[config.mk]
export PLATFORM = sky130hd
export DESIGN_NAME = tpcb_avg
export DESIGN_NICKNAME = d
export VERILOG_FILES = /design/src/design/tpcb_pkg.sv /design/src/design/tpcb_avg.sv
export SDC_FILE = /design/constraint.sdc
export NUM_CORES = 1
export LEC_CHECK = 0
export ABC_AREA = 1
export BUFFER_PORTS_ARGS = -buffer_cell sky130_fd_sc_hd__buf_4
export CAP_MARGIN = 20
export CORE_MARGIN = 1
export CORE_UTILIZATION = 40
export CTS_BUF_LIST = sky130_fd_sc_hd__clkbuf_8 sky130_fd_sc_hd__clkbuf_16
export DETAILED_ROUTE_END_ITERATION = 8
export PLACE_DENSITY = 0.61
export SETUP_SLACK_MARGIN = 0.05
export SLEW_MARGIN = 20
export SYNTH_ARGS = -nofsm -noshare
export SYNTH_HDL_FRONTEND = slang
export SYNTH_SLANG_ARGS = --single-unit
[constraint.sdc]
create_clock -name clk -period 6.8 [get_ports clk]
set_input_delay 1.36 -clock clk [delete_from_list [all_inputs] [get_ports clk]]
set_output_delay 1.36 -clock clk [all_outputs]
set_load 0.05 [all_outputs]
[src/design/tpcb_pkg.sv]
// Shared constants, word types and arithmetic helpers for the colour bleed block.
package tpcb_pkg;

  // Geometry limits
  localparam int MAX_WIDTH  = 1024;
  localparam int MAX_HEIGHT = 1024;

  // Ring of two lines plus the window span, indexed by raster position
  localparam int RING_DEPTH = 2 * MAX_WIDTH + 2;
  localparam int ADDR_W     = $clog2(RING_DEPTH);

  localparam int COL_W  = $clog2(MAX_WIDTH);
  localparam int WDIM_W = $clog2(MAX_WIDTH + 1);
  localparam int ROW_W  = $clog2(MAX_HEIGHT + 1);
  localparam int GAP_W  = $clog2(MAX_WIDTH + 3);

  // Configuration port
  localparam int CFG_W     = 11;
  localparam int CFG_IDX_W = 2;
  localparam logic [CFG_IDX_W-1:0] REG_WIDTH  = 2'd0;
  localparam logic [CFG_IDX_W-1:0] REG_HEIGHT = 2'd1;
  localparam logic [CFG_IDX_W-1:0] REG_BLEED  = 2'd2;

  // Input word operation codes
  localparam logic OP_PIXEL = 1'b0;
  localparam logic OP_DRAIN = 1'b1;

  // Channel arithmetic
  localparam int CHAN_W = 8;
  localparam int SUM_W  = 10;  // four neighbours of 8 bits
  localparam int CNT_W  = 3;   // 0..4 neighbours
  localparam int RECIP_W = 11;
  localparam logic [RECIP_W-1:0] RECIP3 = 11'd683;  // 2^11 / 3, exact for sums up to 1020

  typedef struct packed {
    logic              operation;
    logic [CHAN_W-1:0] red;
    logic [CHAN_W-1:0] green;
    logic [CHAN_W-1:0] blue;
    logic [CHAN_W-1:0] alpha;
  } in_word_t;

  typedef struct packed {
    logic [CHAN_W-1:0] out_red;
    logic [CHAN_W-1:0] out_green;
    logic [CHAN_W-1:0] out_blue;
    logic [CHAN_W-1:0] out_alpha;
    logic              last_of_frame;
  } out_word_t;

  // Line store entry
  typedef struct packed {
    logic [CHAN_W-1:0] alpha;
    logic [CHAN_W-1:0] blue;
    logic [CHAN_W-1:0] green;
    logic [CHAN_W-1:0] red;
  } pixel_t;

  localparam int PIX_W = $bits(pixel_t);

  // Window taps, read one per cycle
  typedef enum logic [2:0] {
    TAP_CENTRE = 3'd0,
    TAP_LEFT   = 3'd1,
    TAP_RIGHT  = 3'd2,
    TAP_UP     = 3'd3,
    TAP_DOWN   = 3'd4
  } tap_t;

  // Sequencer to averaging datapath
  typedef struct packed {
    logic clear;   // start of a new pixel
    logic take;    // read data valid this cycle
    logic centre;  // read data is the pixel itself
    logic use_nb;  // neighbour lies inside the image and has been received
  } avg_ctrl_t;

  // Truncated sum / count for a count of 1..4; 0 for no neighbour
  function automatic logic [CHAN_W-1:0] div_count(logic [SUM_W-1:0] sum,
                                                  logic [CNT_W-1:0] cnt);
    logic [SUM_W+RECIP_W-1:0] prod;
    logic [CHAN_W-1:0]        q;
    prod = (SUM_W+RECIP_W)'(sum) * (SUM_W+RECIP_W)'(RECIP3);
    unique case (cnt)
      3'd1:    q = sum[CHAN_W-1:0];
      3'd2:    q = sum[CHAN_W:1];
      3'd3:    q = prod[RECIP_W+CHAN_W-1:RECIP_W];
      3'd4:    q = sum[CHAN_W+1:2];
      default: q = '0;
    endcase
    return q;
  endfunction

endpackage

[src/design/tpcb_avg.sv]
// Neighbour accumulation and averaging datapath.
module tpcb_avg (
  input  logic                clk,
  input  tpcb_pkg::avg_ctrl_t ctl,
  input  tpcb_pkg::pixel_t    rd_pixel,
  input  logic                bleed_en,
  output tpcb_pkg::pixel_t    result
);
  import tpcb_pkg::*;

  pixel_t           centre;
  logic [SUM_W-1:0] sum_r;
  logic [SUM_W-1:0] sum_g;
  logic [SUM_W-1:0] sum_b;
  logic [CNT_W-1:0] cnt;

  always_ff @(posedge clk) begin
    if (ctl.clear) begin
      sum_r <= '0;
      sum_g <= '0;
      sum_b <= '0;
      cnt   <= '0;
    end else if (ctl.take) begin
      if (ctl.centre) begin
        centre <= rd_pixel;
      end else if (ctl.use_nb && rd_pixel.alpha != '0) begin
        sum_r <= sum_r + SUM_W'(rd_pixel.red);
        sum_g <= sum_g + SUM_W'(rd_pixel.green);
        sum_b <= sum_b + SUM_W'(rd_pixel.blue);
        cnt   <= cnt + CNT_W'(1);
      end
    end
  end

  // With bleed enabled, transparent pixels take the neighbour average; alpha always passes
  always_comb begin
    result = centre;
    if (bleed_en && centre.alpha == '0) begin
      result.red   = div_count(sum_r, cnt);
      result.green = div_count(sum_g, cnt);
      result.blue  = div_count(sum_b, cnt);
    end
  end

endmodule

==> flow_metrics.env <==
export IMPL_status="complete, no violations"
export IMPL_core_area_sq_um=24200
export IMPL_p_total_w=0.00151
export IMPL_crit_family="adder cells"
export IMPL_final_cell_mix="nand2_1, inv_1, ha_1, a21oi_1, nand3_1"
export IMPL_wl_per_cell_microns=15.8
export IMPL_post_cts_buffers=0
export IMPL_postSynthCellCount=1278
export IMPL_synth_fp_nets=1585
export IMPL_slowest_delay_ns=0.51
export IMPL_min_period_ns=6.11
export IMPL_overflow=0
export IMPL_p_per_area_nw_per_um2=138
export IMPL_antenna_found_initial=0
export IMPL_rrSetupSlack_ns=4.54
export IMPL_crit_path_start="sum_g[3]"
export IMPL_tightest_slew_ns=1.05
export IMPL_drc_errors=0
export IMPL_path_common_cell="nand2_1"
export IMPL_die_x_microns=159
export IMPL_avgSynthCellArea_sq_um=7.69
export IMPL_vias=8486
export IMPL_first_pass_iters=5
export IMPL_cp_required_ns=5.44
export IMPL_clk_pin_slew_ns=0.06
export IMPL_area_growth_pct=11.2
export IMPL_max_freq_mhz=164
export IMPL_htree_levels=3
export IMPL_cts_hold_fix_buffers=0
export IMPL_path_cells="ha_1 -> inv_1 -> fa_1 -> fa_1 -> inv_1 -> fa_1 -> ha_1 -> ha_1 -> a21oi_1 -> nor2_1 -> nor2_1 -> nor2_1 -> nor2_1 -> nand2_1 -> nand2_1 -> nand3_1 -> nand2_1 -> nand2_1 -> nand2_1 -> buf_4"
export IMPL_hp_class="reg2reg"
export IMPL_rsz0062_at_grt="no"
export IMPL_grt_pass1_vias=8256
export IMPL_rows=57
export IMPL_clock_sinks=65
export IMPL_root_buffer="clkbuf_16"
export IMPL_avgViaCountPerCell=5.11
export IMPL_io_buffers=69
export IMPL_async_flop_share_pct=0
export IMPL_cts_buffers=9
export IMPL_cp_depth=20
export IMPL_hold_viol=0
export IMPL_finalSetupTns_ns=0
export IMPL_dp_hpwl_mm=21.5
export IMPL_yosysWarnings=0
export IMPL_syn_cell_area_sq_um=9830
export IMPL_cp_num_buf_inv=3
export IMPL_die_y_microns=159
export IMPL_reg2reg_from="sum_g[0]"
export IMPL_ys_seq_area_share_pct=16.5
export IMPL_gp_congestion=0.870
export IMPL_final_util_pct=45.1
export IMPL_ant_nets=0
export IMPL_fin_skew_ns=0.00746
export IMPL_place_ws_ns=1.03
export IMPL_crit_type="reg2out"
export IMPL_ys_ff_latch=65
export IMPL_initialDrtViolationCount=572
export IMPL_start_util_pct=40.5
export IMPL_worst_slack_ns=0.689
export IMPL_clockBufferDepth=2
export IMPL_endpoint="result[15]"
export IMPL_slew_violations=0
export IMPL_p_leak_nw=6.06
export IMPL_cts_tree="yes"
export IMPL_post_route_period_util_pct=89.9
export IMPL_slew_headroom_pct=30.1
export IMPL_wirelength_mm=26.2
export IMPL_slowest_stage="dfxtp_1"
export IMPL_start_kind="flop"
export IMPL_timing_rr_end="sum_g[6]"
export IMPL_grt_max_degree=36
export IMPL_max_cap_violations=0
export IMPL_final_common_cell="nand2_1"
export IMPL_setup_violations=0
export IMPL_cts_resized=0
export IMPL_worstRegToRegCells=10
export IMPL_antennaDiodeCount=0
export IMPL_critical_path_arrival_ns=4.75
export IMPL_ys_types=39
export IMPL_ys_flop_type="dfxtp_1"
export IMPL_peakVddDrop_v=0.000110
export IMPL_drive_gt1_share_pct=8.38
export IMPL_critPathCaptureType="output pin"
export IMPL_crit_fanout=7
export IMPL_track_usage_pct=21.2
export IMPL_grt_pass1_wl_mm=42.5
export IMPL_pin_count=70
export IMPL_die_area_sq_um=25200
export IMPL_synth_edf_count=32
export IMPL_insertion_delay_ns=0.34
export IMPL_fin_nets=1639
[worst min-delay path by stage]
stage            from      to  slack [ns]  cells past startpoint
2_1_floorplan  cnt[1]  cnt[1]        0.49                      2
3_3_place_gp   cnt[1]  cnt[1]        0.52                      2
3_5_place_dp   cnt[1]  cnt[1]        0.55                      2
4_1_cts        cnt[1]  cnt[1]        0.55                      2
5_1_grt        cnt[1]  cnt[1]        0.59                      2
6_report       cnt[1]  cnt[1]        0.56                      2
[metal layers]
layer  track usage, %  vias up  part of all wire, %
met5                0        -                    0
met4             3.57        0                  1.0
met3             3.08       19                  5.5
met2             32.2      228                   43
met1             31.8     3889                   51
li1                 -     4350                    -
[logic make-up (layout without fill, tap and decap cells)]
family                     Yosys count  count (layout)  synth area share (%)
buffers and inverters              240             299                  9.84
xor gates and xnor gates            24              24                  2.14
and+or+nand+nor                    455             455                  19.5
adders and majority gates          269             269                  39.3
AOI/OAI and AO/OA                  225             225                  12.7
DFF                                 65              65                  16.5
[tightest hold or removal path, stage by stage (launching register included)]
cell and delay, ns:
dfxtp_1 0.33, inv_1 0.11, a21oi_1 0.07
[final cells by class]
cell class / count / area (sq um)
flip-flops and latches: 65 / 1620
well taps: 324 / 405
fillers: 2468 / 13300
clock buffers: 9 / 225
multi-input cells: 973 / 7250
repair buffers: 72 / 541
clock inverters: 7 / 95.1
inverters: 211 / 792
[state kept, by name, summed over array words and instances, names as in the netlist]
register and flops:
sum_g 10, sum_b 10, result 8, centre 24, sum_r 10, cnt 3
[power by group]
group	internal, W	switching, W
sequential	0.000430	0.0000238
clock	0.000321	0.000188
combinational	0.000204	0.000345
[metrics by stage]
stage | area [sq um] | cells | hold slack [ns]
after global placement | 10600 | 1645 | 0.520
after detailed placement | 10600 | 1645 | 0.546
after global routing | 10900 | 1661 | 0.592
after floorplan | 9830 | 1278 | 0.490
after CTS | 10900 | 1661 | 0.554
final | 10900 | 1661 | 0.557
[Yosys cell counts (9+ instances only)]
library cell,n,area (sq um)
o22ai_1,22,138
o21ai_0,30,150
fa_1,66,1320
xnor2_1,18,158
o21ai_1,22,110
inv_1,204,766
nor2_1,63,236
a21oi_1,116,581
edfxtp_1,32,961
nand2_1,282,1060
dfxtp_1,33,661
nand3_1,74,370
ha_1,203,2540
clkbuf_1,9,33.8
buf_4,9,67.6
Note: power is estimated with default switching activity, not from simulation.
