$ cat src/design/tpcb_pkg.sv
// Shared constants, word types and arithmetic helpers for the colour bleed block.
package tpcb_pkg;

  // Geometry limits
  localparam int MAX_WIDTH  = 1024;
  localparam int MAX_HEIGHT = 1024;

  // Ring of two lines plus the window span, indexed by raster position
  localparam int RING_DEPTH = 2 * MAX_WIDTH + 2;
  localparam int ADDR_W     = $clog2(RING_DEPTH);

  localparam int COL_W  = $clog2(MAX_WIDTH);
  localparam int WDIM_W = $clog2(MAX_WIDTH + 1);
  localparam int ROW_W  = $clog2(MAX_HEIGHT + 1);
  localparam int GAP_W  = $clog2(MAX_WIDTH + 3);

  // Configuration port
  localparam int CFG_W     = 11;
  localparam int CFG_IDX_W = 2;
  localparam logic [CFG_IDX_W-1:0] REG_WIDTH  = 2'd0;
  localparam logic [CFG_IDX_W-1:0] REG_HEIGHT = 2'd1;
  localparam logic [CFG_IDX_W-1:0] REG_BLEED  = 2'd2;

  // Input word operation codes
  localparam logic OP_PIXEL = 1'b0;
  localparam logic OP_DRAIN = 1'b1;

  // Channel arithmetic
  localparam int CHAN_W = 8;
  localparam int SUM_W  = 10;  // four neighbours of 8 bits
  localparam int CNT_W  = 3;   // 0..4 neighbours
  localparam int RECIP_W = 11;
  localparam logic [RECIP_W-1:0] RECIP3 = 11'd683;  // 2^11 / 3, exact for sums up to 1020

  typedef struct packed {
    logic              operation;
    logic [CHAN_W-1:0] red;
    logic [CHAN_W-1:0] green;
    logic [CHAN_W-1:0] blue;
    logic [CHAN_W-1:0] alpha;
  } in_word_t;

  typedef struct packed {
    logic [CHAN_W-1:0] out_red;
    logic [CHAN_W-1:0] out_green;
    logic [CHAN_W-1:0] out_blue;
    logic [CHAN_W-1:0] out_alpha;
    logic              last_of_frame;
  } out_word_t;

  // Line store entry
  typedef struct packed {
    logic [CHAN_W-1:0] alpha;
    logic [CHAN_W-1:0] blue;
    logic [CHAN_W-1:0] green;
    logic [CHAN_W-1:0] red;
  } pixel_t;

  localparam int PIX_W = $bits(pixel_t);

  // Window taps, read one per cycle
  typedef enum logic [2:0] {
    TAP_CENTRE = 3'd0,
    TAP_LEFT   = 3'd1,
    TAP_RIGHT  = 3'd2,
    TAP_UP     = 3'd3,
    TAP_DOWN   = 3'd4
  } tap_t;

  // Sequencer to averaging datapath
  typedef struct packed {
    logic clear;   // start of a new pixel
    logic take;    // read data valid this cycle
    logic centre;  // read data is the pixel itself
    logic use_nb;  // neighbour lies inside the image and has been received
  } avg_ctrl_t;

  // Truncated sum / count for a count of 1..4; 0 for no neighbour
  function automatic logic [CHAN_W-1:0] div_count(logic [SUM_W-1:0] sum,
                                                  logic [CNT_W-1:0] cnt);
    logic [SUM_W+RECIP_W-1:0] prod;
    logic [CHAN_W-1:0]        q;
    prod = (SUM_W+RECIP_W)'(sum) * (SUM_W+RECIP_W)'(RECIP3);
    unique case (cnt)
      3'd1:    q = sum[CHAN_W-1:0];
      3'd2:    q = sum[CHAN_W:1];
      3'd3:    q = prod[RECIP_W+CHAN_W-1:RECIP_W];
      3'd4:    q = sum[CHAN_W+1:2];
      default: q = '0;
    endcase
    return q;
  endfunction

endpackage

$ cat src/design/tpcb_ctrl.sv
// Configuration registers, raster counters, line store addressing and sequencer.
module tpcb_ctrl (
  input  logic                                  clk,
  input  logic                                  rst,
  input  logic                                  in_valid,
  output logic                                  in_ready,
  input  tpcb_pkg::in_word_t                    in_word,
  output logic                                  out_valid,
  input  logic                                  out_ready,
  output tpcb_pkg::out_word_t                   out_word,
  input  logic                                  cfg_we,
  input  logic [tpcb_pkg::CFG_IDX_W-1:0]        cfg_index,
  input  logic [tpcb_pkg::CFG_W-1:0]            cfg_data,
  output logic                                  mem_we,
  output logic [tpcb_pkg::ADDR_W-1:0]           mem_waddr,
  output tpcb_pkg::pixel_t                      mem_wdata,
  output logic [tpcb_pkg::ADDR_W-1:0]           mem_raddr,
  output tpcb_pkg::avg_ctrl_t                   avg_ctl,
  output logic                                  bleed_en,
  input  tpcb_pkg::pixel_t                      result
);
  import tpcb_pkg::*;

  typedef enum logic [3:0] {
    S_IDLE = 4'b0001,
    S_READ = 4'b0010,
    S_WAIT = 4'b0100,
    S_DONE = 4'b1000
  } state_t;

  localparam int EXT_W = CFG_W + WDIM_W;
  localparam int HEXT_W = CFG_W + ROW_W;
  localparam logic [WDIM_W-1:0] W_RESET = WDIM_W'(MAX_WIDTH < 1024 ? MAX_WIDTH : 1024);
  localparam logic [ROW_W-1:0]  H_RESET = ROW_W'(MAX_HEIGHT < 1024 ? MAX_HEIGHT : 1024);
  localparam logic [ADDR_W-1:0] RING_LAST = ADDR_W'(RING_DEPTH - 1);

  function automatic logic [WDIM_W-1:0] clamp_w(logic [CFG_W-1:0] v);
    logic [EXT_W-1:0] ext;
    ext = EXT_W'(v);
    if (v == '0) return WDIM_W'(1);
    if (ext > EXT_W'(MAX_WIDTH)) return WDIM_W'(MAX_WIDTH);
    return WDIM_W'(v);
  endfunction

  function automatic logic [ROW_W-1:0] clamp_h(logic [CFG_W-1:0] v);
    logic [HEXT_W-1:0] ext;
    ext = HEXT_W'(v);
    if (v == '0) return ROW_W'(1);
    if (ext > HEXT_W'(MAX_HEIGHT)) return ROW_W'(MAX_HEIGHT);
    return ROW_W'(v);
  endfunction

  function automatic logic [ADDR_W-1:0] ring_inc(logic [ADDR_W-1:0] a);
    return (a == RING_LAST) ? '0 : a + ADDR_W'(1);
  endfunction

  state_t            state;
  state_t            state_next;
  logic [WDIM_W-1:0] width_eff;
  logic [ROW_W-1:0]  height_eff;
  logic [COL_W-1:0]  in_col;
  logic [ROW_W-1:0]  in_row;
  logic [COL_W-1:0]  out_col;
  logic [ROW_W-1:0]  out_row;
  logic [GAP_W-1:0]  gap;       // pixels received but not yet sent
  logic [ADDR_W-1:0] wr_addr;
  logic [ADDR_W-1:0] out_addr;
  tap_t              tap;
  tap_t              tap_q;
  logic              pend;

  logic              accept;
  logic              is_pixel;
  logic              full;
  logic              geo_write;
  logic [WDIM_W-1:0] col_inc;
  logic              col_wrap;
  logic [GAP_W-1:0]  gap_inc;
  logic              lag_full;
  logic              last_col;
  logic              last_row;
  logic              last_pix;
  logic              out_free;
  logic [ADDR_W:0]   up_diff;
  logic [ADDR_W:0]   dn_sum;
  logic [ADDR_W-1:0] up_addr;
  logic [ADDR_W-1:0] dn_addr;
  logic [ADDR_W-1:0] left_addr;
  logic              nb_use;

  assign in_ready  = (state == S_IDLE);
  assign accept    = in_valid && in_ready;
  assign is_pixel  = (in_word.operation == OP_PIXEL);
  assign full      = (in_row == height_eff);
  assign geo_write = cfg_we && (cfg_index == REG_WIDTH || cfg_index == REG_HEIGHT);

  assign col_inc  = WDIM_W'(in_col) + WDIM_W'(1);
  assign col_wrap = (col_inc == width_eff);
  assign gap_inc  = gap + GAP_W'(1);
  assign lag_full = (gap_inc >= GAP_W'(width_eff) + GAP_W'(2));

  assign last_col = (out_col == COL_W'(width_eff - WDIM_W'(1)));
  assign last_row = (out_row == height_eff - ROW_W'(1));
  assign last_pix = last_col && last_row;
  assign out_free = !out_valid || out_ready;

  // Line store write: the incoming pixel at its ring slot
  assign mem_we    = accept && is_pixel && !full;
  assign mem_waddr = wr_addr;
  assign mem_wdata = '{alpha: in_word.alpha, blue: in_word.blue,
                       green: in_word.green, red: in_word.red};

  // Ring addresses of the window around the outgoing pixel
  assign up_diff   = (ADDR_W+1)'(out_addr) - (ADDR_W+1)'(width_eff);
  assign up_addr   = up_diff[ADDR_W] ? ADDR_W'(up_diff + (ADDR_W+1)'(RING_DEPTH))
                                     : up_diff[ADDR_W-1:0];
  assign dn_sum    = (ADDR_W+1)'(out_addr) + (ADDR_W+1)'(width_eff);
  assign dn_addr   = (dn_sum >= (ADDR_W+1)'(RING_DEPTH))
                     ? ADDR_W'(dn_sum - (ADDR_W+1)'(RING_DEPTH)) : dn_sum[ADDR_W-1:0];
  assign left_addr = (out_addr == '0) ? RING_LAST : out_addr - ADDR_W'(1);

  always_comb begin
    unique case (tap)
      TAP_CENTRE: mem_raddr = out_addr;
      TAP_LEFT:   mem_raddr = left_addr;
      TAP_RIGHT:  mem_raddr = ring_inc(out_addr);
      TAP_UP:     mem_raddr = up_addr;
      TAP_DOWN:   mem_raddr = dn_addr;
      default:    mem_raddr = out_addr;
    endcase
  end

  // Neighbour inside the image and already received
  always_comb begin
    unique case (tap_q)
      TAP_LEFT:  nb_use = (out_col != '0);
      TAP_RIGHT: nb_use = !last_col && (gap > GAP_W'(1));
      TAP_UP:    nb_use = (out_row != '0);
      TAP_DOWN:  nb_use = !last_row && (gap > GAP_W'(width_eff));
      default:   nb_use = 1'b0;
    endcase
  end

  assign avg_ctl = '{clear:  (state == S_IDLE),
                     take:   pend,
                     centre: (tap_q == TAP_CENTRE),
                     use_nb: nb_use};

  always_comb begin
    state_next = state;
    unique case (state)
      S_IDLE: begin
        if (accept) begin
          if (is_pixel) begin
            if (!full && lag_full) state_next = S_READ;
          end else if (gap != '0) begin
            state_next = S_READ;
          end
        end
      end
      S_READ: begin
        if (tap == TAP_DOWN) state_next = S_WAIT;
      end
      S_WAIT: state_next = S_DONE;
      S_DONE: begin
        if (out_free) state_next = S_IDLE;
      end
      default: state_next = S_IDLE;
    endcase
  end

  always_ff @(posedge clk) begin
    if (rst) begin
      state      <= S_IDLE;
      width_eff  <= W_RESET;
      height_eff <= H_RESET;
      bleed_en   <= 1'b1;
      in_col     <= '0;
      in_row     <= '0;
      out_col    <= '0;
      out_row    <= '0;
      gap        <= '0;
      wr_addr    <= '0;
      out_addr   <= '0;
      tap        <= TAP_CENTRE;
      tap_q      <= TAP_CENTRE;
      pend       <= 1'b0;
      out_valid  <= 1'b0;
    end else begin
      state <= state_next;
      pend  <= (state == S_READ);
      tap_q <= tap;

      if (state == S_READ) begin
        unique case (tap)
          TAP_CENTRE: tap <= TAP_LEFT;
          TAP_LEFT:   tap <= TAP_RIGHT;
          TAP_RIGHT:  tap <= TAP_UP;
          TAP_UP:     tap <= TAP_DOWN;
          default:    tap <= TAP_CENTRE;
        endcase
      end

      if (state == S_DONE && out_free) begin
        out_valid <= 1'b1;
        out_word  <= '{out_red: result.red, out_green: result.green,
                       out_blue: result.blue, out_alpha: result.alpha,
                       last_of_frame: last_pix};
      end else if (out_valid && out_ready) begin
        out_valid <= 1'b0;
      end

      if (cfg_we) begin
        priority case (cfg_index)
          REG_WIDTH:  width_eff  <= clamp_w(cfg_data);
          REG_HEIGHT: height_eff <= clamp_h(cfg_data);
          REG_BLEED:  bleed_en   <= cfg_data[0];
          default:    ;
        endcase
      end

      // Geometry change restarts the frame, pending pixels dropped
      if (geo_write) begin
        in_col   <= '0;
        in_row   <= '0;
        out_col  <= '0;
        out_row  <= '0;
        gap      <= '0;
        wr_addr  <= '0;
        out_addr <= '0;
      end else if (state == S_DONE && out_free) begin
        if (last_pix) begin
          // frame complete: start over
          in_col   <= '0;
          in_row   <= '0;
          out_col  <= '0;
          out_row  <= '0;
          gap      <= '0;
          wr_addr  <= '0;
          out_addr <= '0;
        end else begin
          gap      <= gap - GAP_W'(1);
          out_addr <= ring_inc(out_addr);
          if (last_col) begin
            out_col <= '0;
            out_row <= out_row + ROW_W'(1);
          end else begin
            out_col <= out_col + COL_W'(1);
          end
        end
      end else if (mem_we) begin
        wr_addr <= ring_inc(wr_addr);
        gap     <= gap_inc;
        if (col_wrap) begin
          in_col <= '0;
          in_row <= in_row + ROW_W'(1);
        end else begin
          in_col <= COL_W'(col_inc);
        end
      end
    end
  end

endmodule

$ cat config.mk
export PLATFORM = sky130hd
export DESIGN_NAME = tpcb_ctrl
export DESIGN_NICKNAME = d
export VERILOG_FILES = /design/src/design/tpcb_pkg.sv /design/src/design/tpcb_ctrl.sv
export SDC_FILE = /design/constraint.sdc
export NUM_CORES = 1
export LEC_CHECK = 0
export ABC_AREA = 1
export ABC_CLOCK_PERIOD_IN_PS = 6850
export BUFFER_PORTS_ARGS = -buffer_cell sky130_fd_sc_hd__buf_2
export CORE_ASPECT_RATIO = 1.25
export CORE_MARGIN = 1
export CORE_UTILIZATION = 40
export DETAILED_ROUTE_END_ITERATION = 6
export SLEW_MARGIN = 20
export SYNTH_ARGS = -nofsm -noshare
export SYNTH_HDL_FRONTEND = slang
export SYNTH_SLANG_ARGS = --single-unit
$ cat constraint.sdc
create_clock -name clk -period 6.85 [get_ports clk]
set_input_delay 1.0275 -clock clk [delete_from_list [all_inputs] [get_ports clk]]
set_output_delay 1.0275 -clock clk [all_outputs]
set_load 0.005 [all_outputs]
==> impl_metrics.json <==
{
  "status": "complete, no violations",
  "synth_flop_cell": "dfxtp_1",
  "cp_max_fo": 11,
  "synth_area_leaders": "dfxtp_1 (19%), nand2_1 (13%), edfxtp_1 (8.3%), inv_1 (7.5%), nand3_1 (7.1%)",
  "cts_setup_buffers": 0,
  "async_reset_ff_share_pct": 0,
  "yosysTopAreaCell": "dfxtp_1",
  "route.detailed.drc": 0,
  "yosysWarnings": 0,
  "synth_top_area_share_pct": 18.8,
  "syn_nets": 1969,
  "netlist_area_mm2": 0.0119,
  "root_buffer": "clkbuf_16",
  "drive_gt1_share_pct": 11.6,
  "finalPower_mw": 2.49,
  "die_h_um": 195,
  "numCtsBuffers": 17,
  "routabilityCongestion": 0.926,
  "synthCells": 1819,
  "ir_worst_vdd_uv": 159,
  "cts_tree": "yes",
  "antennaDiodeCount": 0,
  "drtPass1Iterations": 6,
  "startpoint_type": "register",
  "antenna_found_initial": 0,
  "grt_setup_unrepaired": "false",
  "report.final.slew_viol_count": 0,
  "synth.yosys.seq_area_share_pct": 27.1,
  "worst_hold_path_type": "register to register",
  "fp.dieArea_mm2": 0.0305,
  "clock_latency_ns": 0.44,
  "pwr-share-clk_pct": 37.8,
  "hold_violations": 0,
  "final_nets": 2022,
  "grt_pass1_wl_um": 59400,
  "io_pins": 180,
  "tns_ns": 0,
  "combPwrFrac_pct": 24.4,
  "first_iter_violations": 704,
  "synth_cell_types": 58,
  "slowest_stage": "dfxtp_1",
  "setup_viol": 0,
  "path_class": "register to primary output",
  "rows": 70,
  "critical-path-max-stage-delay_ns": 0.62,
  "grt_usage_pct": 25.2,
  "cp.required_ns": 5.82,
  "arrival_ns": 3.74,
  "stdcell_area_mm2": 0.0131,
  "cts_num_sinks": 145,
  "fmax_ghz": 0.210,
  "synth_seq_cells": 145,
  "p_int_mw": 1.59,
  "min_period_over_period_pct": 69.6,
  "path_clk_slew_ns": 0.07,
  "ctsHoldBuffers": 0,
  "p_sw_share_pct": 36.0,
  "hold_depth": 2,
  "drt-total-wl_um": 38000,
  "drt.antenna.violating_nets": 0,
  "syn_to_final_growth_pct": 9.89,
  "wl_per_cell_um": 16.7,
  "cts.repair.resized": 0,
  "routed_via_density": 5.24,
  "endpoint_kind": "primary output",
  "synth_edf_count": 33,
  "start_util_pct": 40.7,
  "powerDensity_mw_per_mm2": 190,
  "grt_max_degree": 50,
  "grt_overflow": 0,
  "hpwl_um": 30200,
  "fin_crit_ns": 4.77,
  "crit_chain": "inv_1 > ha_1 > o21ai_0 > a21oi_1 > nand2_1 > nand2_1 > nand3_1 > nor3_1 > nand2_1 > nand3_2 > nand2_1 > nand2_1 > nand2_1 > a21oi_1 > buf_2",
  "max_cap_violations": 0,
  "reg2regPathDepth": 14,
  "htree_levels": 4,
  "grt_pass1_vias": 11100,
  "die_w_um": 156,
  "num_vias": 11900,
  "slew_headroom_pct": 28.2,
  "p_seq_share_pct": 37.8,
  "p_leak_nw": 6.23,
  "cpMostUsedCell": "nand2_1",
  "clk_path_buf_depth": 2,
  "power_switching_mw": 0.899,
  "io_buffers": 115,
  "syn_avg_cell_area_um2": 6.55,
  "fin_worst_skew_ns": 0.0114,
  "tightestPinTransition_ns": 1.07,
  "place_area_mm2": 0.0125,
  "core_mm2": 0.0293
}
## cell families (layout without fill, tap and decap cells)
logic type / after synthesis / count (layout) / synth area share [%]
AO/OA/AOI/OAI: 238 / 238 / 11.0
flip-flops: 145 / 145 / 27.1
adder cells (fa/ha/maj): 67 / 67 / 7.16
buffers and inverters: 341 / 407 / 12.7
AND/OR/NAND/NOR: 942 / 942 / 35.5
XOR/XNOR: 86 / 86 / 6.56
## final cells by class
type                       count  area [µm²]
fill                        3149       16200
multi-input combinational   1333        7180
sequential                   145        3230
inverter                     252         948
timing repair buffer         123         636
tap                          396         495
clock buffer                  17         425
clock inverter                15         184
## power by group through the flow
stage	Combinational, mW	Sequential, mW	Clock [mW]
6_report	0.607	0.942	0.943
5_1_grt	0.680	0.946	1.00
4_1_cts	0.604	0.941	0.962
3_5_place_dp	0.600	0.961	0
3_3_place_gp	0.602	0.960	0
2_1_floorplan	0.455	0.941	0
## sequential cells by signal, indices dropped and copies added (netlist names)
register / flops
in_col: 10
pend: 1
out_row: 11
state: 4
in_row: 11
out_col: 10
tap_q: 3
out_valid: 1
out_word: 33
height_eff: 11
width_eff: 11
out_addr: 12
gap: 11
bleed_en: 1
tap: 3
mem_waddr: 12
## worst max-delay path: cells and delay by family (launching register included)
kind	cells	cell delay [ns]
and+or+nand+nor	9	1.25
DFF	1	0.62
AOI/OAI and AO/OA	3	0.56
adders and majority gates	1	0.52
buffers and inverters	2	0.33
## layout by cell type, fill, tap and decap left out, types with 17 or more instances in the layout
master     Yosys  routed
nand2_1      425     424
inv_1        237     237
nor2_1       171     170
nand3_1      170     170
a21oi_1      121     121
buf_2         15     115
dfxtp_1      112     112
xor2_1        71      71
o21ai_0       66      66
ha_1          65      65
nand4_1       63      63
nor3_1        45      45
edfxtp_1      33      33
clkbuf_16      0      17
## worst paths after layout
| check | start | end | slack [ns] |
|---|---|---|---|
| min reg2reg | out_row[9] | out_row[9] | 0.50 |
| max | width_eff[6] | mem_raddr[5] | 2.08 |
| min | out_row[9] | out_row[9] | 0.50 |
| max reg2reg | width_eff[1] | in_row[2] | 3.43 |
## per-layer routing
metal  share of wire (%)  GRT usage, %
met2                  52          46.5
met1                  38          27.9
met4                 4.8          12.2
met3                 4.9          3.53
met5                   0             0
## cells in the mapped netlist, drive strengths merged, types with 12 or more instances
cell type,count
edfxtp,33
ha,65
o21ai,74
buf,65
xnor2,13
nand4,64
nor2,187
nand2,436
xor2,72
dfxtp,112
nand3,174
nor3,48
a21oi,126
nand3b,12
clkbuf,24
inv,251
## stage by stage
step	cells	util, %	setup WS [ns]	hold WS [ns]
after floorplan	1819	-	3.28	0.464
after global placement	2249	42.7	2.64	0.461
after detailed placement	2249	42.7	2.56	0.476
after CTS	2281	44.8	2.07	0.499
after global routing	2281	44.8	1.69	0.511
final	2281	44.8	2.08	0.498
No activity file was read; power rests on OpenSTA's default activity.
